==> config.mk <==
export PLATFORM = sky130hd
export DESIGN_NAME = i2c_register_access_master_unit_flat
export DESIGN_NICKNAME = d
export VERILOG_FILES = /design/src/rtl/core/i2cram_pkg.sv /design/src/rtl/core/i2cram_if.sv /design/src/rtl/core/i2cram_front.sv /design/src/rtl/core/i2cram_back.sv /design/src/rtl/core/i2c_register_access_master_unit.sv /design/src/flat_wrapper.sv
export SDC_FILE = /design/constraint.sdc
export NUM_CORES = 1
export LEC_CHECK = 0
export BUFFER_PORTS_ARGS = -buffer_cell sky130_fd_sc_hd__buf_4
export CORE_ASPECT_RATIO = 1.25
export CORE_MARGIN = 2
export CORE_UTILIZATION = 45
export CTS_CLUSTER_DIAMETER = 150
export DETAILED_ROUTE_END_ITERATION = 10
export HOLD_SLACK_MARGIN = 0.12
export PLACE_DENSITY = 0.65
export SLEW_MARGIN = 20
export SYNTH_ARGS = -nofsm -noshare
export SYNTH_HDL_FRONTEND = slang
export SYNTH_SLANG_ARGS = --single-unit
==> constraint.sdc <==
create_clock -name clk -period 3.53 [get_ports clk]
set_input_delay 0.353 -clock clk [delete_from_list [all_inputs] [get_ports clk]]
set_output_delay 0.353 -clock clk [all_outputs]
set_load 0.02 [all_outputs]
==> src/rtl/core/i2cram_pkg.sv <==
// Shared types and constants of the I2C register access master.
package i2cram_pkg;

  localparam int QUEUE_DEPTH = 2;
  localparam logic [7:0] READ_BIT = 8'h01;

  typedef enum logic [1:0] {
    CMD_TICK   = 2'd0,
    CMD_BEGIN  = 2'd1,
    CMD_SUPPLY = 2'd2,
    CMD_NOP    = 2'd3
  } cmd_t;

  typedef enum logic [1:0] {
    STAT_OK       = 2'd0,
    STAT_ADDR_NAK = 2'd1,
    STAT_REG_NAK  = 2'd2,
    STAT_DATA_NAK = 2'd3
  } status_t;

  typedef enum logic [3:0] {
    ST_IDLE       = 4'd0,
    ST_START      = 4'd1,
    ST_ADDR_W     = 4'd2,
    ST_ACK_ADDR_W = 4'd3,
    ST_REG        = 4'd4,
    ST_ACK_REG    = 4'd5,
    ST_WAIT       = 4'd6,
    ST_WDATA      = 4'd7,
    ST_ACK_DATA   = 4'd8,
    ST_RSTART     = 4'd9,
    ST_ADDR_R     = 4'd10,
    ST_ACK_ADDR_R = 4'd11,
    ST_RDATA      = 4'd12,
    ST_MACK       = 4'd13,
    ST_STOP       = 4'd14
  } stage_t;

  // One classified word as it waits in the queue.
  typedef struct packed {
    cmd_t       op;
    logic [6:0] dev_addr;
    logic [7:0] reg_addr;
    logic       read_not_write;
    logic [7:0] byte_count;
    logic [7:0] write_data;
    logic       sda_in;
  } item_t;

  typedef struct packed {
    logic empty;
    logic full;
  } queue_stat_t;

endpackage

==> src/rtl/core/i2cram_if.sv <==
// Request and response channel interfaces of the I2C register access master.
interface i2cram_req_if;
  logic       valid;
  logic       ready;
  logic [1:0] command;
  logic [6:0] dev_addr;
  logic [7:0] reg_addr;
  logic       read_not_write;
  logic [7:0] byte_count;
  logic [7:0] write_data;
  logic       sda_in;

  modport source (output valid, command, dev_addr, reg_addr, read_not_write,
                  byte_count, write_data, sda_in, input ready);
  modport sink (input valid, command, dev_addr, reg_addr, read_not_write,
                byte_count, write_data, sda_in, output ready);
endinterface

interface i2cram_rsp_if;
  logic       valid;
  logic       ready;
  logic       scl_level;
  logic       sda_pull_low;
  logic       busy_res;
  logic       need_byte;
  logic       read_valid;
  logic [7:0] read_data;
  logic       read_last;
  logic       done_res;
  logic [1:0] status;

  modport source (output valid, scl_level, sda_pull_low, busy_res, need_byte,
                  read_valid, read_data, read_last, done_res, status, input ready);
  modport sink (input valid, scl_level, sda_pull_low, busy_res, need_byte,
                read_valid, read_data, read_last, done_res, status, output ready);
endinterface

==> src/rtl/core/i2cram_front.sv <==
// Front end: accepts request words, classifies the command and queues them.
module i2cram_front #(
  parameter int DEPTH = i2cram_pkg::QUEUE_DEPTH
) (
  input  logic                     clk,
  input  logic                     rst,
  i2cram_req_if.sink               req,
  input  logic                     pop,
  output logic                     q_valid,
  output i2cram_pkg::item_t        q_item,
  output i2cram_pkg::queue_stat_t  q_stat
);
  import i2cram_pkg::*;

  localparam int PW = (DEPTH > 1) ? $clog2(DEPTH) : 1;
  localparam int CW = $clog2(DEPTH + 1);
  localparam logic [PW-1:0] LAST_PTR = PW'(DEPTH - 1);
  localparam logic [CW-1:0] FULL_CNT = CW'(DEPTH);

  item_t         entries [DEPTH];
  logic [PW-1:0] wr_ptr;
  logic [PW-1:0] rd_ptr;
  logic [CW-1:0] count;
  logic          push;
  logic          do_pop;
  item_t         incoming;

  always_comb begin
    incoming.op             = cmd_t'(req.command);
    incoming.dev_addr       = req.dev_addr;
    incoming.reg_addr       = req.reg_addr;
    incoming.read_not_write = req.read_not_write;
    incoming.byte_count     = req.byte_count;
    incoming.write_data     = req.write_data;
    incoming.sda_in         = req.sda_in;
  end

  assign q_stat.empty = (count == '0);
  assign q_stat.full  = (count == FULL_CNT);
  assign req.ready    = !q_stat.full;
  assign push         = req.valid && !q_stat.full;
  assign q_valid      = !q_stat.empty;
  assign do_pop       = pop && q_valid;
  assign q_item       = entries[rd_ptr];

  always_ff @(posedge clk) begin
    if (push) begin
      entries[wr_ptr] <= incoming;
    end
  end

  always_ff @(posedge clk) begin
    if (rst) begin
      wr_ptr <= '0;
      rd_ptr <= '0;
      count  <= '0;
    end else begin
      if (push) begin
        wr_ptr <= (wr_ptr == LAST_PTR) ? '0 : wr_ptr + 1'b1;
      end
      if (do_pop) begin
        rd_ptr <= (rd_ptr == LAST_PTR) ? '0 : rd_ptr + 1'b1;
      end
      if (push && !do_pop) begin
        count <= count + 1'b1;
      end else if (do_pop && !push) begin
        count <= count - 1'b1;
      end
    end
  end

endmodule

==> src/rtl/core/i2cram_back.sv <==
// Back end: bus phase sequencer and the registered response word.
module i2cram_back (
  input  logic               clk,
  input  logic               rst,
  input  logic               q_valid,
  input  i2cram_pkg::item_t  q_item,
  output logic               pop,
  i2cram_rsp_if.source       rsp
);
  import i2cram_pkg::*;

  stage_t     stage, stage_next;
  logic [1:0] phase, phase_next;
  logic [2:0] bit_index, bit_index_next;
  logic [7:0] shift_byte, shift_byte_next;
  logic [7:0] bytes_left, bytes_left_next;
  logic [6:0] saved_device, saved_device_next;
  logic [7:0] saved_register, saved_register_next;
  logic       saved_direction, saved_direction_next;
  status_t    result_status, result_status_next;
  logic       byte_ready, byte_ready_next;
  logic       line_scl, line_scl_next;
  logic       line_sda, line_sda_next;

  logic       rvalid, rlast, done;
  logic [7:0] rdata;

  // A tick that finds a latched byte in WAIT starts the data byte right away.
  logic       is_tick, launch;
  stage_t     eff_stage;
  logic [1:0] eff_phase;
  logic [2:0] eff_bit;
  logic [7:0] eff_bytes;

  logic take;

  assign take    = q_valid && (!rsp.valid || rsp.ready);
  assign pop     = take;
  assign is_tick = (q_item.op == CMD_TICK);
  assign launch  = is_tick && (stage == ST_WAIT) && byte_ready;

  assign eff_stage = launch ? ST_WDATA : stage;
  assign eff_phase = launch ? 2'd0 : phase;
  assign eff_bit   = launch ? 3'd7 : bit_index;
  assign eff_bytes = launch ? bytes_left - 8'd1 : bytes_left;

  // Next state of the sequencer.
  always_comb begin
    stage_next           = stage;
    phase_next           = phase;
    bit_index_next       = bit_index;
    shift_byte_next      = shift_byte;
    bytes_left_next      = bytes_left;
    saved_device_next    = saved_device;
    saved_register_next  = saved_register;
    saved_direction_next = saved_direction;
    result_status_next   = result_status;
    byte_ready_next      = byte_ready;
    case (q_item.op)
      CMD_BEGIN: begin
        if (stage == ST_IDLE) begin
          saved_device_next    = q_item.dev_addr;
          saved_register_next  = q_item.reg_addr;
          saved_direction_next = q_item.read_not_write;
          bytes_left_next      = q_item.byte_count;
          result_status_next   = STAT_OK;
          byte_ready_next      = 1'b0;
          stage_next           = ST_START;
          phase_next           = 2'd0;
        end
      end
      CMD_SUPPLY: begin
        if (stage == ST_WAIT && !byte_ready) begin
          shift_byte_next = q_item.write_data;
          byte_ready_next = 1'b1;
        end
      end
      CMD_TICK: begin
        if (launch) begin
          byte_ready_next = 1'b0;
        end
        stage_next      = eff_stage;
        phase_next      = eff_phase;
        bit_index_next  = eff_bit;
        bytes_left_next = eff_bytes;
        case (eff_stage)
          ST_IDLE: begin
          end
          ST_START: begin
            if (eff_phase == 2'd0) begin
              phase_next = 2'd1;
            end else begin
              stage_next      = ST_ADDR_W;
              phase_next      = 2'd0;
              shift_byte_next = {saved_device, 1'b0};
              bit_index_next  = 3'd7;
            end
          end
          ST_ADDR_W, ST_REG, ST_WDATA, ST_ADDR_R: begin
            if (eff_phase == 2'd0) begin
              phase_next = 2'd1;
            end else if (eff_phase == 2'd1) begin
              phase_next = 2'd2;
            end else if (eff_bit == 3'd0) begin
              phase_next = 2'd0;
              case (eff_stage)
                ST_ADDR_W: stage_next = ST_ACK_ADDR_W;
                ST_REG:    stage_next = ST_ACK_REG;
                ST_WDATA:  stage_next = ST_ACK_DATA;
                default:   stage_next = ST_ACK_ADDR_R;
              endcase
            end else begin
              bit_index_next = eff_bit - 3'd1;
              phase_next     = 2'd0;
            end
          end
          ST_ACK_ADDR_W, ST_ACK_REG, ST_ACK_DATA, ST_ACK_ADDR_R: begin
            if (eff_phase == 2'd0) begin
              phase_next = 2'd1;
            end else if (eff_phase == 2'd1) begin
              phase_next = 2'd2;
              if (q_item.sda_in) begin
                case (eff_stage)
                  ST_ACK_REG:  result_status_next = STAT_REG_NAK;
                  ST_ACK_DATA: result_status_next = STAT_DATA_NAK;
                  default:     result_status_next = STAT_ADDR_NAK;
                endcase
              end
            end else begin
              phase_next = 2'd0;
              if (result_status != STAT_OK) begin
                stage_next = ST_STOP;
              end else begin
                case (eff_stage)
                  ST_ACK_ADDR_W: begin
                    stage_next      = ST_REG;
                    shift_byte_next = saved_register;
                    bit_index_next  = 3'd7;
                  end
                  ST_ACK_REG: begin
                    if (saved_direction) begin
                      stage_next = ST_RSTART;
                    end else if (eff_bytes == 8'd0) begin
                      stage_next = ST_STOP;
                    end else begin
                      stage_next = ST_WAIT;
                    end
                  end
                  ST_ACK_DATA: begin
                    stage_next = (eff_bytes == 8'd0) ? ST_STOP : ST_WAIT;
                  end
                  default: begin
                    if (eff_bytes == 8'd0) begin
                      stage_next = ST_STOP;
                    end else begin
                      stage_next      = ST_RDATA;
                      shift_byte_next = 8'd0;
                      bit_index_next  = 3'd7;
                    end
                  end
                endcase
              end
            end
          end
          ST_WAIT: begin
          end
          ST_RSTART: begin
            if (eff_phase == 2'd3) begin
              stage_next      = ST_ADDR_R;
              phase_next      = 2'd0;
              shift_byte_next = {saved_device, 1'b0} | READ_BIT;
              bit_index_next  = 3'd7;
            end else begin
              phase_next = eff_phase + 2'd1;
            end
          end
          ST_RDATA: begin
            if (eff_phase == 2'd0) begin
              phase_next = 2'd1;
            end else if (eff_phase == 2'd1) begin
              phase_next      = 2'd2;
              shift_byte_next = {shift_byte[6:0], q_item.sda_in};
              if (eff_bit == 3'd0) begin
                bytes_left_next = eff_bytes - 8'd1;
              end
            end else if (eff_bit == 3'd0) begin
              stage_next = ST_MACK;
              phase_next = 2'd0;
            end else begin
              bit_index_next = eff_bit - 3'd1;
              phase_next     = 2'd0;
            end
          end
          ST_MACK: begin
            if (eff_phase == 2'd0) begin
              phase_next = 2'd1;
            end else if (eff_phase == 2'd1) begin
              phase_next = 2'd2;
            end else begin
              phase_next = 2'd0;
              if (eff_bytes == 8'd0) begin
                stage_next = ST_STOP;
              end else begin
                stage_next      = ST_RDATA;
                shift_byte_next = 8'd0;
                bit_index_next  = 3'd7;
              end
            end
          end
          ST_STOP: begin
            if (eff_phase == 2'd2) begin
              stage_next = ST_IDLE;
              phase_next = 2'd0;
            end else begin
              phase_next = eff_phase + 2'd1;
            end
          end
          default: begin
            stage_next = ST_IDLE;
            phase_next = 2'd0;
          end
        endcase
      end
      default: begin
      end
    endcase
  end

  // Line levels and per-phase flags.
  always_comb begin
    line_scl_next = line_scl;
    line_sda_next = line_sda;
    rvalid        = 1'b0;
    rdata         = 8'd0;
    rlast         = 1'b0;
    done          = 1'b0;
    if (is_tick) begin
      case (eff_stage)
        ST_IDLE: begin
          line_scl_next = 1'b1;
          line_sda_next = 1'b0;
        end
        ST_START: begin
          line_scl_next = (eff_phase == 2'd0);
          line_sda_next = 1'b1;
        end
        ST_ADDR_W, ST_REG, ST_WDATA, ST_ADDR_R: begin
          line_sda_next = !shift_byte[eff_bit];
          line_scl_next = (eff_phase == 2'd1);
        end
        ST_ACK_ADDR_W, ST_ACK_REG, ST_ACK_DATA, ST_ACK_ADDR_R: begin
          line_sda_next = 1'b0;
          line_scl_next = (eff_phase == 2'd1);
        end
        ST_WAIT: begin
          line_scl_next = 1'b0;
          line_sda_next = 1'b0;
        end
        ST_RSTART: begin
          line_scl_next = (eff_phase == 2'd1) || (eff_phase == 2'd2);
          line_sda_next = (eff_phase == 2'd2) || (eff_phase == 2'd3);
        end
        ST_RDATA: begin
          line_sda_next = 1'b0;
          line_scl_next = (eff_phase == 2'd1);
          if (eff_phase == 2'd1 && eff_bit == 3'd0) begin
            rvalid = 1'b1;
            rdata  = {shift_byte[6:0], q_item.sda_in};
            rlast  = (eff_bytes == 8'd1);
          end
        end
        ST_MACK: begin
          line_sda_next = (eff_bytes != 8'd0);
          line_scl_next = (eff_phase == 2'd1);
        end
        ST_STOP: begin
          line_scl_next = (eff_phase != 2'd0);
          line_sda_next = (eff_phase != 2'd2);
          done          = (eff_phase == 2'd2);
        end
        default: begin
          line_scl_next = 1'b1;
          line_sda_next = 1'b0;
        end
      endcase
    end
  end

  always_ff @(posedge clk) begin
    if (rst) begin
      stage           <= ST_IDLE;
      phase           <= 2'd0;
      bit_index       <= 3'd0;
      shift_byte      <= 8'd0;
      bytes_left      <= 8'd0;
      saved_device    <= 7'd0;
      saved_register  <= 8'd0;
      saved_direction <= 1'b0;
      result_status   <= STAT_OK;
      byte_ready      <= 1'b0;
      line_scl        <= 1'b1;
      line_sda        <= 1'b0;
    end else if (take) begin
      stage           <= stage_next;
      phase           <= phase_next;
      bit_index       <= bit_index_next;
      shift_byte      <= shift_byte_next;
      bytes_left      <= bytes_left_next;
      saved_device    <= saved_device_next;
      saved_register  <= saved_register_next;
      saved_direction <= saved_direction_next;
      result_status   <= result_status_next;
      byte_ready      <= byte_ready_next;
      line_scl        <= line_scl_next;
      line_sda        <= line_sda_next;
    end
  end

  always_ff @(posedge clk) begin
    if (rst) begin
      rsp.valid <= 1'b0;
    end else if (take) begin
      rsp.valid <= 1'b1;
    end else if (rsp.ready) begin
      rsp.valid <= 1'b0;
    end
  end

  always_ff @(posedge clk) begin
    if (take) begin
      rsp.scl_level    <= line_scl_next;
      rsp.sda_pull_low <= line_sda_next;
      rsp.busy_res     <= (stage_next != ST_IDLE);
      rsp.need_byte    <= (stage_next == ST_WAIT) && !byte_ready_next;
      rsp.read_valid   <= rvalid;
      rsp.read_data    <= rdata;
      rsp.read_last    <= rlast;
      rsp.done_res     <= done;
      rsp.status       <= result_status_next;
    end
  end

endmodule

==> src/rtl/core/i2c_register_access_master_unit.sv <==
// Top level of the I2C register access master: front queue and phase sequencer.
//
//   channel  direction  contents
//   req      in         command, dev_addr, reg_addr, read_not_write, byte_count,
//                       write_data, sda_in
//   rsp      out        scl_level, sda_pull_low, busy_res, need_byte, read_valid,
//                       read_data, read_last, done_res, status
//
// Every request word yields one response word; one word per cycle is sustained while rsp is ready.
// Each word passes through the front queue and then the response register.
// The sequencer state updates once for each word taken from the queue.
// Reset is synchronous and leaves the bus lines released and the queue empty.
// A stalled rsp lets the queue fill (QUEUE_DEPTH words) before req.ready drops.
module i2c_register_access_master_unit #(
  parameter int QUEUE_DEPTH = i2cram_pkg::QUEUE_DEPTH
) (
  input  logic         clk,
  input  logic         rst,
  i2cram_req_if.sink   req,
  i2cram_rsp_if.source rsp
);
  import i2cram_pkg::*;

  logic        q_valid;
  item_t       q_item;
  queue_stat_t q_stat;
  logic        pop;

  i2cram_front #(
    .DEPTH (QUEUE_DEPTH)
  ) u_front (
    .clk     (clk),
    .rst     (rst),
    .req     (req),
    .pop     (pop),
    .q_valid (q_valid),
    .q_item  (q_item),
    .q_stat  (q_stat)
  );

  i2cram_back u_back (
    .clk     (clk),
    .rst     (rst),
    .q_valid (q_valid),
    .q_item  (q_item),
    .pop     (pop),
    .rsp     (rsp)
  );

  // A queued word with a free response register must come out next cycle.
  a_drain: assert property (@(posedge clk) disable iff (rst)
    (!q_stat.empty && !rsp.valid) |=> rsp.valid)
    else $error("queued word not moved to response");

  a_done_idle: assert property (@(posedge clk) disable iff (rst)
    (rsp.valid && rsp.done_res) |-> !rsp.busy_res)
    else $error("stop completed while still busy");

  a_wait_low: assert property (@(posedge clk) disable iff (rst)
    (rsp.valid && rsp.need_byte) |-> (rsp.busy_res && !rsp.scl_level))
    else $error("waiting for a byte without holding SCL low");

  a_read_ok: assert property (@(posedge clk) disable iff (rst)
    (rsp.valid && rsp.read_valid) |-> (rsp.scl_level && rsp.status == STAT_OK))
    else $error("read byte outside a healthy sample phase");

endmodule
==> src/flat_wrapper.sv <==
// flat-port wrapper written by rule: the top's interface ports become plain ports
module i2c_register_access_master_unit_flat import i2cram_pkg::*;
#(
  parameter int QUEUE_DEPTH = i2cram_pkg::QUEUE_DEPTH
)
  (clk, rst, req_valid, req_command, req_dev_addr, req_reg_addr, req_read_not_write, req_byte_count, req_write_data, req_sda_in, req_ready, rsp_valid, rsp_scl_level, rsp_sda_pull_low, rsp_busy_res, rsp_need_byte, rsp_read_valid, rsp_read_data, rsp_read_last, rsp_done_res, rsp_status, rsp_ready);
  i2cram_req_if req_i ();
  i2cram_rsp_if rsp_i ();
  input  logic clk;
  input  logic rst;
  input wire logic [$bits(req_i.valid)-1:0] req_valid;
  input wire logic [$bits(req_i.command)-1:0] req_command;
  input wire logic [$bits(req_i.dev_addr)-1:0] req_dev_addr;
  input wire logic [$bits(req_i.reg_addr)-1:0] req_reg_addr;
  input wire logic [$bits(req_i.read_not_write)-1:0] req_read_not_write;
  input wire logic [$bits(req_i.byte_count)-1:0] req_byte_count;
  input wire logic [$bits(req_i.write_data)-1:0] req_write_data;
  input wire logic [$bits(req_i.sda_in)-1:0] req_sda_in;
  output wire logic [$bits(req_i.ready)-1:0] req_ready;
  output wire logic [$bits(rsp_i.valid)-1:0] rsp_valid;
  output wire logic [$bits(rsp_i.scl_level)-1:0] rsp_scl_level;
  output wire logic [$bits(rsp_i.sda_pull_low)-1:0] rsp_sda_pull_low;
  output wire logic [$bits(rsp_i.busy_res)-1:0] rsp_busy_res;
  output wire logic [$bits(rsp_i.need_byte)-1:0] rsp_need_byte;
  output wire logic [$bits(rsp_i.read_valid)-1:0] rsp_read_valid;
  output wire logic [$bits(rsp_i.read_data)-1:0] rsp_read_data;
  output wire logic [$bits(rsp_i.read_last)-1:0] rsp_read_last;
  output wire logic [$bits(rsp_i.done_res)-1:0] rsp_done_res;
  output wire logic [$bits(rsp_i.status)-1:0] rsp_status;
  input wire logic [$bits(rsp_i.ready)-1:0] rsp_ready;
  assign req_i.valid = req_valid;
  assign req_i.command = req_command;
  assign req_i.dev_addr = req_dev_addr;
  assign req_i.reg_addr = req_reg_addr;
  assign req_i.read_not_write = req_read_not_write;
  assign req_i.byte_count = req_byte_count;
  assign req_i.write_data = req_write_data;
  assign req_i.sda_in = req_sda_in;
  assign req_ready = req_i.ready;
  assign rsp_valid = rsp_i.valid;
  assign rsp_scl_level = rsp_i.scl_level;
  assign rsp_sda_pull_low = rsp_i.sda_pull_low;
  assign rsp_busy_res = rsp_i.busy_res;
  assign rsp_need_byte = rsp_i.need_byte;
  assign rsp_read_valid = rsp_i.read_valid;
  assign rsp_read_data = rsp_i.read_data;
  assign rsp_read_last = rsp_i.read_last;
  assign rsp_done_res = rsp_i.done_res;
  assign rsp_status = rsp_i.status;
  assign rsp_i.ready = rsp_ready;
  i2c_register_access_master_unit #(.QUEUE_DEPTH(QUEUE_DEPTH)) u_core (.clk(clk), .rst(rst), .req(req_i), .rsp(rsp_i));
endmodule
==> results of run 1 <==
report_power, final:
part | internal (uW) | total, uW | leakage [uW] | switching, uW
combinational | 952 | 2530 | 0.00178 | 1580
clock | 921 | 1660 | 0.000265 | 736
sequential | 2120 | 2330 | 0.00124 | 214
total | 3990 | 6520 | 0.00328 | 2530
cell usage in the layout, fill, tap and decap left out, types with 5 or more instances in the layout:
master,instances
o31ai_1,7
inv_1,22
dlygate4sd3_1,35
nand3_1,17
nand2b_1,9
o211ai_1,10
o2bb2ai_1,8
and2_1,9
xnor2_1,11
mux2i_1,32
nor2b_1,8
or3_1,5
and3_1,7
a21oi_1,40
xor2_1,5
o21ai_0,35
a31oi_1,6
nor2_1,78
edfxtp_1,87
dfxtp_1,51
ha_1,13
clkbuf_16,17
inv_6,8
nand2_1,54
a22o_1,7
a211oi_1,24
a221oi_1,10
buf_4,92
nor3_1,17
worst max-delay path by stage:
stage                                        from                    endpoint  slack, ns  cells past startpoint
CTS                 u_core.u_front.entries[0][33]  u_core.u_back.rsp.busy_res       0.07                     12
global route        u_core.u_front.entries[0][33]  u_core.u_back.rsp.busy_res      0.007                     13
finish                                   register  u_core.u_back.rsp.busy_res       0.17                     13
floorplan                                register  u_core.u_back.rsp.busy_res       0.11                     14
global placement    u_core.u_front.entries[0][33]  u_core.u_back.rsp.busy_res       0.17                     12
detailed placement                       register  u_core.u_back.rsp.busy_res        0.1                     12
stage by stage:
stage / cell area [um2] / hold WS, ns
6_report: 9100 / 0.217
5_1_grt: 9100 / 0.249
4_1_cts: 9050 / 0.207
3_5_place_dp: 8150 / 0.464
3_3_place_gp: 8150 / 0.454
2_1_floorplan: 7390 / 0.433
worst max-delay path, stage by stage (launching register included):
cell      delay [ns]
dfxtp_2         0.40
mux2_4          0.37
nor4_4          0.25
buf_4           0.18
nor2_1          0.08
ha_1            0.20
ha_1            0.21
or3b_2          0.22
o311ai_0        0.11
a211o_1         0.29
a222oi_1        0.28
o21ai_1         0.14
a311oi_2        0.27
nand3b_1        0.10
routing by layer:
layer / track usage [%] / wire [um] / vias to the layer above
met4: 11.5 / 875 / 0
li1: - / - / 2965
met2: 41.3 / 10400 / 267
met5: 0 / 0 / -
met3: 4.74 / 1050 / 58
met1: 28.4 / 8390 / 2936
cell type report:
class,count,area share [%]
clock inverters,15,1.42
repair buffers,127,11.4
flip-flops and latches,139,40.2
multi-input cells,522,38.4
inverters,22,0.907
clock buffers,17,4.67
well taps,216,2.97
logic make-up after synthesis:
logic type      count (synthesis)  share of synthesized area (%)
compound gates                205                           19.8
fa+ha+maj                      13                           2.20
simple gates                  250                           17.2
xor+xnor                       16                           1.90
flops                         139                           49.4
mux                            38                           5.69
buf+inv                        69                           3.72
state kept, by name, indices dropped and copies added (netlist names), 3 cells and up, named ones only:
register and flops:
u_core.u_back.saved_register 8, u_core.u_back.stage 4, u_core.u_back.bytes_left 8, u_core.u_front.entries 70, u_core.u_back.saved_device 7, u_core.u_back.shift_byte 8
u_core.u_back.bit_index 3, u_core.u_back.rsp.read_data 8
timing repair:
item	in CTS	in global routing
gates resized for setup	0	7
setup endpoints to repair	0	9
hold endpoints to repair	70	0
setup buffers	0	3
hold buffers	35	0
==> metrics.csv, run 1 <==
stage,metric,value,unit
layout,layout.nets,881,
synthesis,yosys-top-cells-count,"edfxtp_1 (87), nor2_1 (82), nand2_1 (54)",
worst_hold_path,holdCritPathClass,in2reg,
critical_path,r2r_cells,13,
placement,place_congestion,1.04,
synthesis,async_reset_ff_share,0,%
synthesis,synth_area_leaders,"edfxtp_1 (35%), dfxtp_1 (14%), mux2i_1 (4.3%)",
floorplan,die_h,147,um
layout,stdcell_count,1058,
global_routing,grt_overflow_total,0,
floorplan,rows,52,
timing,setup_viol,0,
placement,post-place-ws,0.0953,ns
timing,slew_headroom,28.7,%
critical_path,crit_path_start_kind,register,
layout,fill_cells,1468,
routing,drcViolationCount,0,
routing,ant_nets,0,
layout,multi_input_area,3500,um2
global_routing,grt_max_degree,51,
routing,drt_first_pass_iters,6,
critical_path,critical_path_class,reg2reg,
global_routing,grt_pass1_wl,32700,um
timing,clock_skew,0.0115,ns
timing,fin_tns_setup,0,ns
synthesis,synth_ff_type,edfxtp_1,
layout,regArea,3650,um2
critical_path,ff2ff_setup_slack,0.17,ns
cts,cts_buffers,17,
timing,setup_slack,0.173,ns
synthesis,synthCells,730,
power,vdd_drop_max,0.455,mV
timing,hold_viol_final,0,
placement,placement.io_buffers,57,
worst_hold_path,holdCritStartpoint,rsp_ready,
routing,drt-total-wl,20800,um
placement,dp_hpwl,14300,um
floorplan,core_area,16100,um2
timing,rsz0062_at_grt,false,
placement,dp_cells,988,
timing,period_needed,3.36,ns
synthesis,yosys_warnings,0,
floorplan,design.die.area,17500,um2
power,leakagePower,0.00328,uW
routing,first_iter_violations,619,
cts,htree_levels,4,
cts,cts_root_buf,clkbuf_16,
timing,worstMarginPinSlew,1.07,ns
flow_run,drv_cap,0,
critical_path,regToRegEndpoint,u_core.u_back.rsp.busy_res,
routing,wl_per_cell,19.6,um
cts,clk_path_buf_depth,2,
layout,finish.utilization,56.4,%
cts,clk_latency,0.42,ns
cts,cts_tree,built,
floorplan,ios,58,
critical_path,crit_path_max_fanout,8,
outcome,status,"finished, final reports clean",
synthesis,syn_area,7390,um2
synthesis,yosys_register_bits,139,
global_routing,antenna_found_initial,0,
timing,fin_crit_sh,95.1,%
layout,diodes,0,
synthesis,synth_top_area_share,35.4,%
synthesis,syn_area_per_cell,10.1,um2
cts,cts_sinks,139,
floorplan,initial_core_util,45.8,%
floorplan,fp.dieW,119,um
synthesis,synth.net_count,782,
power,power,6520,uW
synthesis,synth_edf_count,87,
layout,drive_above_1_share,18.5,%
routing,via_count,6226,
critical_path,worst_setup_path_end_kind,register,
global_routing,grtUsageTotal,23.9,%
critical_path,worstPathRequired,3.70,ns
synthesis,ys_types,81,
global_routing,grt_pass1_vias,6056,
synthesis,synth_most_common_cell,edfxtp_1,
critical_path,cp.arrival,3.52,ns
timing,maxSlewViolCount,0,
power,power_density,716,nW/um2
synthesis,yosysSeqAreaShare,49.4,%
routing,vias_per_cell,5.88,
synthesis,yosysTopAreaCell,edfxtp_1,
layout,syn_to_final_growth,23.2,%
cts,path_clk_slew,0.06,ns
timing,fmax,298,MHz
worst_hold_path,hold_depth,3,
worst_hold_path,worstHoldEndpoint,u_core.u_back.rsp.valid,
(Power assumes the default switching activity.)
==> inputs of run 2 (changes only) <==
--- a/config.mk
+++ b/config.mk
@@ -5,12 +5,15 @@
 export SDC_FILE = /design/constraint.sdc
 export NUM_CORES = 1
 export LEC_CHECK = 0
+export ABC_CLOCK_PERIOD_IN_PS = 3530
 export BUFFER_PORTS_ARGS = -buffer_cell sky130_fd_sc_hd__buf_4
+export CAP_MARGIN = 10
 export CORE_ASPECT_RATIO = 1.25
 export CORE_MARGIN = 2
 export CORE_UTILIZATION = 45
 export CTS_CLUSTER_DIAMETER = 150
 export DETAILED_ROUTE_END_ITERATION = 10
+export GPL_TIMING_DRIVEN = 0
 export HOLD_SLACK_MARGIN = 0.12
 export PLACE_DENSITY = 0.65
 export SLEW_MARGIN = 20
==> run 2 against run 1 <==
Compared with the run above:
- count of clock-buffer cells in the layout unchanged
- combinational power increased by 10%
- total power increased by 3.8%
- worst hold slack got worse by 0.0070 ns
- largest power group unchanged
- worst setup slack got worse by 0.13 ns
- die area unchanged
- global-route usage increased by 3.4 points
==> metrics.csv, run 2 (synthesis results as in run 1) <==
stage,metric,value,unit,change
power,leakagePower,0.00332,uW,+1.1%
placement,placement.io_buffers,57,,unchanged
timing,maxSlewViolCount,0,,unchanged
layout,syn_to_final_growth,26.9,%,
cts,cts_buffers,17,,unchanged
floorplan,ios,58,,unchanged
critical_path,critPathMostFrequentCell,ha_4,,
worst_hold_path,holdCritStartpoint,rsp_ready,,
layout,largest_reg_flops,70,,unchanged
cts,clk_latency,0.42,ns,about the same
global_routing,antenna_found_initial,0,,unchanged
routing,via_count,6458,,+3.7%
timing,clock_skew,0.00962,ns,-0.00187 ns
timing,period_needed,3.48,ns,+0.127 ns
timing,setup_viol,0,,unchanged
cts,cts_sinks,139,,unchanged
timing,worstMarginPinSlew,0.898,ns,-0.168 ns
layout,largest-register,u_core.u_front.entries,,
worst_hold_path,holdCritPathClass,in2reg,,
critical_path,crit_family,compound AO/OA/AOI/OAI gates,,
cts,htree_levels,4,,unchanged
timing,slew_headroom,39.9,%,+11 points
floorplan,design.die.area,17500,um2,unchanged
global_routing,grtUsageTotal,27.3,%,+3.4 points
worst_hold_path,hold_depth,3,,unchanged
timing,fin_crit_sh,98.7,%,+3.6 points
timing,hold_viol_final,0,,unchanged
routing,drcViolationCount,0,,unchanged
layout,finish.utilization,58.1,%,+1.7 points
placement,place_congestion,0.936,,-9.6%
cts,path_clk_slew,0.06,ns,about the same
timing,hold_slack,0.210,ns,-0.00697 ns
layout,multi_input_area,3650,um2,+4.3%
critical_path,crit_path_max_fanout,4,,-4
routing,wl_per_cell,21.8,um,+11%
power,power_density,721,nW/um2,+0.69%
critical_path,worst_setup_path_end_kind,register,,
critical_path,r2r_cells,14,,+1
routing,ant_nets,0,,unchanged
routing,drt-total-wl,23700,um,+14%
critical_path,regToRegEndpoint,u_core.u_back.rsp.busy_res,,
critical_path,cpPeakStageDelay,0.35,ns,-0.05 ns
layout,layout.nets,908,,+3.1%
floorplan,initial_core_util,45.8,%,unchanged
flow_run,drv_cap,0,,unchanged
timing,fmax,287,MHz,-3.6%
global_routing,grt_pass1_vias,6551,,+8.2%
layout,diodes,0,,unchanged
floorplan,rows,52,,unchanged
worst_hold_path,worstHoldEndpoint,u_core.u_back.rsp.valid,,
routing,drt_first_pass_iters,7,,+1
floorplan,core_area,16100,um2,unchanged
layout,regArea,3660,um2,+0.14%
layout,fill_cells,1400,,-4.6%
global_routing,grt_overflow_total,0,,unchanged
critical_path,cpMaxStageDelayCell,dfxtp_4,,
placement,dp_hpwl,17200,um,+20%
critical_path,cp.arrival,3.64,ns,+0.12 ns
floorplan,fp.dieW,119,um,unchanged
outcome,status,"finished, final reports clean",,
routing,first_iter_violations,505,,-18%
global_routing,grt_max_degree,33,,-35%
cts,cts_tree,built,,
critical_path,path_buf_inv,2,,+1
timing,rsz0062_at_grt,true,,
layout,drive_above_1_share,19.1,%,+0.58 points
cts,clk_path_buf_depth,2,,unchanged
critical_path,ff2ff_setup_slack,0.05,ns,-0.13 ns
cts,cts_root_buf,clkbuf_16,,
critical_path,worstPathRequired,3.69,ns,about the same
floorplan,die_h,147,um,unchanged
critical_path,crit_chain,"buf_8, mux2_4, nor4_4, buf_6, nor2_4, ha_4, ha_4, or3b_4, o311ai_2, a211o_1, a222oi_1, o21ai_1, a311oi_2, nand3b_1",,
critical_path,critical_path_class,reg2reg,,
critical_path,crit_path_start_kind,register,,
power,vdd_drop_max,0.411,mV,-9.7%
layout,mostFrequentLayoutCell,edfxtp_1,,
routing,vias_per_cell,5.95,,+1.1%
layout,layout_common_cells,"edfxtp_1 (87), nor2_1 (76), buf_4 (72)",,
global_routing,grt_pass1_wl,36400,um,+11%
==> run 2: worst register-to-register path, stage by stage (launching register included) <==
cell      delay (ns)
dfxtp_4         0.35
buf_8           0.13
mux2_4          0.31
nor4_4          0.34
buf_6           0.19
nor2_4          0.05
ha_4            0.17
ha_4            0.18
or3b_4          0.25
o311ai_2        0.08
a211o_1         0.27
a222oi_1        0.30
o21ai_1         0.16
a311oi_2        0.33
nand3b_1        0.12
==> run 2: through the flow <==
| step | TNS, ns | total power [uW] | area, um2 | setup WS, ns | instances |
|---|---|---|---|---|---|
| 3_5_place_dp | -17.23 | 4910 | 8140 | -0.918 | 1005 |
| 5_1_grt | -0.186 | 7090 | 9380 | -0.0931 | 1085 |
| 4_1_cts | -0.0116 | 6730 | 9300 | -0.0116 | 1084 |
| 2_1_floorplan | 0 | 4030 | 7390 | 0.113 | 730 |
| 6_report | 0 | 6770 | 9380 | 0.0464 | 1085 |
| 3_3_place_gp | -19.68 | 4860 | 8090 | -1.01 | 1003 |
==> run 2: how the worst max path moves through the flow <==
stage | slack, ns | cells after the start | from | endpoint
final | 0.05 | 14 | register | u_core.u_back.rsp.busy_res
after CTS | -0.01 | 14 | u_core.u_back.stage[3] | u_core.u_back.rsp.need_byte
after detailed placement | -0.92 | 13 | register | u_core.u_back.rsp.need_byte
after global placement | -1.01 | 13 | register | u_core.u_back.rsp.need_byte
after global routing | -0.09 | 15 | register | u_core.u_back.rsp.need_byte
after floorplan | 0.11 | 14 | register | u_core.u_back.rsp.busy_res
==> run 2: area by class of cell <==
cell class                      count  area share [%]
Clock inverter                     15            1.48
Sequential cell                   139            39.0
Buffer                             44            2.16
Inverter                           22           0.880
Multi-Input combinational cell    522            38.9
Tap cell                          216            2.88
Clock buffer                       17            4.54
Timing Repair Buffer              110            10.1
==> run 2: report_power, final <==
part	switching [uW]	internal [uW]
registers	175	2120
clock network	754	925
logic	1780	1020
==> run 2: repair_timing <==
item	CTS	global route
hold buffers	35	0
endpoints found under the setup margin	39	30
gates cloned	0	0
gates resized for setup	33	18
buffers inserted	15	1
endpoints found under the hold margin	70	0
pin swaps	7	11
==> run 2: layer usage <==
| layer | track usage (%) | up-vias | wire length, um |
|---|---|---|---|
| met5 | 0 | - | 0 |
| met4 | 16.7 | 0 | 1260 |
| met3 | 4.23 | 79 | 1250 |
| met2 | 49.4 | 278 | 12200 |
| met1 | 29.8 | 3088 | 8960 |
| li1 | - | 3013 | - |
==> inputs of run 3 (changes only) <==
--- a/config.mk
+++ b/config.mk
@@ -6,7 +6,7 @@
 export NUM_CORES = 1
 export LEC_CHECK = 0
 export ABC_CLOCK_PERIOD_IN_PS = 3530
-export BUFFER_PORTS_ARGS = -buffer_cell sky130_fd_sc_hd__buf_4
+export BUFFER_PORTS_ARGS = -buffer_cell sky130_fd_sc_hd__buf_2
 export CAP_MARGIN = 10
 export CORE_ASPECT_RATIO = 1.25
 export CORE_MARGIN = 2
==> run 3 against run 2 <==
Compared with the run above:
- total power decreased by 0.68%
- sequential power hardly changed
- fmax is 0.42% lower
- worst hold slack got worse by 0.084 ns
- cell count decreased by 0.65%
- utilization down 1.3 points
- register-to-register slack hardly changed
- cell area decreased by 2.3%
- count of clock-buffer cells in the layout is 3 higher
- critical path type unchanged
- critical endpoint unchanged
==> metrics.csv, run 3 (synthesis results as in run 1) <==
stage,metric,value,unit,change
floorplan,rows,52,,unchanged
cts,clk_path_buf_depth,2,,unchanged
outcome,status,"finished, final reports clean",,
timing,hold_viol_final,0,,unchanged
layout,syn_to_final_growth,24.1,%,
critical_path,crit_path_start_kind,register,,
floorplan,die_h,147,um,unchanged
layout,stdcell_count,1078,,-0.65%
placement,dp_cells,1005,,unchanged
floorplan,ios,58,,unchanged
cts,cts_root_buf,clkbuf_16,,
layout,largest_reg_flops,70,,unchanged
routing,drcViolationCount,0,,unchanged
timing,clock_skew,0.0103,ns,+0.000683 ns
layout,layout_common_cells,"edfxtp_1 (87), nor2_1 (76), buf_2 (59)",,
global_routing,antenna_found_initial,0,,unchanged
routing,via_count,6439,,-0.29%
cts,clk_latency,0.42,ns,about the same
timing,maxSlewViolCount,0,,unchanged
timing,setup_viol,0,,unchanged
layout,mostFrequentLayoutCell,edfxtp_1,,
floorplan,design.die.area,17500,um2,unchanged
cts,htree_levels,4,,unchanged
placement,dp_hpwl,17200,um,+0.34%
layout,drive_above_1_share,19.1,%,+0.039 points
timing,slew_headroom,40.6,%,+0.73 points
global_routing,grt_pass1_wl,36800,um,+1.2%
routing,drt_first_pass_iters,6,,-1
global_routing,grtUsageTotal,27.7,%,+0.38 points
flow_run,drv_cap,0,,unchanged
critical_path,worst_setup_path_end_kind,register,,
cts,cts_tree,built,,
timing,fmax,286,MHz,-0.42%
routing,ant_nets,0,,unchanged
timing,rsz0062_at_grt,true,,
placement,place_congestion,0.964,,+3.0%
critical_path,worstPathRequired,3.69,ns,about the same
power,vdd_drop_max,0.432,mV,+5.2%
layout,diodes,0,,unchanged
timing,period_needed,3.50,ns,+0.0147 ns
global_routing,grt_pass1_vias,6575,,+0.37%
routing,first_iter_violations,607,,+20%
routing,vias_per_cell,5.97,,+0.35%
timing,worstMarginPinSlew,0.887,ns,-0.0109 ns
routing,drt-total-wl,23500,um,-0.59%
layout,layout.nets,901,,-0.77%
critical_path,critical_path_class,reg2reg,,
floorplan,initial_core_util,45.8,%,unchanged
floorplan,fp.dieW,119,um,unchanged
cts,cts_sinks,139,,unchanged
critical_path,cp.arrival,3.66,ns,+0.02 ns
floorplan,core_area,16100,um2,unchanged
power,power_density,733,nW/um2,+1.6%
global_routing,grt_max_degree,34,,+3.0%
power,leakagePower,0.00325,uW,-2.0%
cts,cts_buffers,17,,unchanged
timing,fin_crit_sh,99.1,%,+0.42 points
timing,hold_slack,0.126,ns,-0.0838 ns
routing,wl_per_cell,21.8,um,about the same
global_routing,grt_overflow_total,0,,unchanged
placement,placement.io_buffers,57,,unchanged
worst_hold_path,holdCritPathClass,in2reg,,
layout,largest-register,u_core.u_front.entries,,
critical_path,crit_path_max_fanout,4,,unchanged
cts,path_clk_slew,0.06,ns,about the same
[run 3: cell count changes in the layout (fill, tap and decap cells not counted), sizes merged]
| cell | before | now |
|---|---|---|
| clkinvlp | 3 | 1 |
| buf | 87 | 83 |
| inv | 27 | 28 |
| clkbuf | 49 | 53 |
| clkinv | 7 | 5 |
| dlygate4sd3 | 35 | 31 |
[run 3: power breakdown]
group / internal, uW / leakage [uW] / switching [uW]
clock: 978 / 0.000281 / 728
sequential: 2120 / 0.00124 / 163
combinational: 945 / 0.00173 / 1790
total: 4040 / 0.00325 / 2680
[run 3: final timing paths]
check	slack [ns]	from	depth (start not counted)	endpoint
min	0.13	req_dev_addr[6]	1	u_core.u_front.entries[1][32]
max	0.03	register	14	u_core.u_back.rsp.busy_res
min reg2reg	0.47	u_core.u_back.line_scl	2	u_core.u_back.line_scl
max reg2reg	0.03	register	14	u_core.u_back.rsp.busy_res
[run 3: repair_timing]
action                                 4_1_cts  5_1_grt
hold buffers                                31        0
pin swaps                                    9        5
gates resized for setup                     36       13
endpoints found under the hold margin       62        0
setup buffers                               13        0
setup endpoints to repair                   45       24
[run 3: through the flow]
step	setup TNS, ns	area (um2)	util [%]	total power [uW]	setup WS [ns]
after detailed placement	-20.44	8000	49.6	4860	-1.20
after global routing	-0.132	9170	56.8	7070	-0.0626
final	0	9170	56.8	6720	0.0317
after global placement	-19.17	7950	49.2	4800	-1.19
after floorplan	0	7390	-	4030	0.113
after CTS	0	9130	56.6	6690	0.00996
[run 3: critical path, cell delays in order, from the launching register on]
cell and delay [ns]:
dfxtp_4 0.34, buf_6 0.13, mux2_4 0.31, nor4_4 0.34, buf_6 0.18, nor2_4 0.05, ha_2 0.21, ha_4 0.19
or3b_4 0.25, o311ai_4 0.09, a211o_1 0.28, a222oi_1 0.29, o21ai_1 0.15, a311oi_2 0.30, nand3b_1 0.12
[run 3: final cells by class]
type                       instances  area, um2
clock buffer                      20        468
sequential                       139       3660
multi-input combinational        522       3650
buffer                            44        196
fill                            1456       6970
clock inverter                    12        104
timing repair buffer             103        733
inverter                          22       82.6
tap                              216        270
[run 3: per-layer routing]
metal	vias to the layer above	wire (um)	GRT usage [%]
met5	-	0	0
met4	0	1360	17.1
met3	81	1010	3.96
met2	256	12000	48.9
met1	3091	9210	31.4
li1	3011	-	-
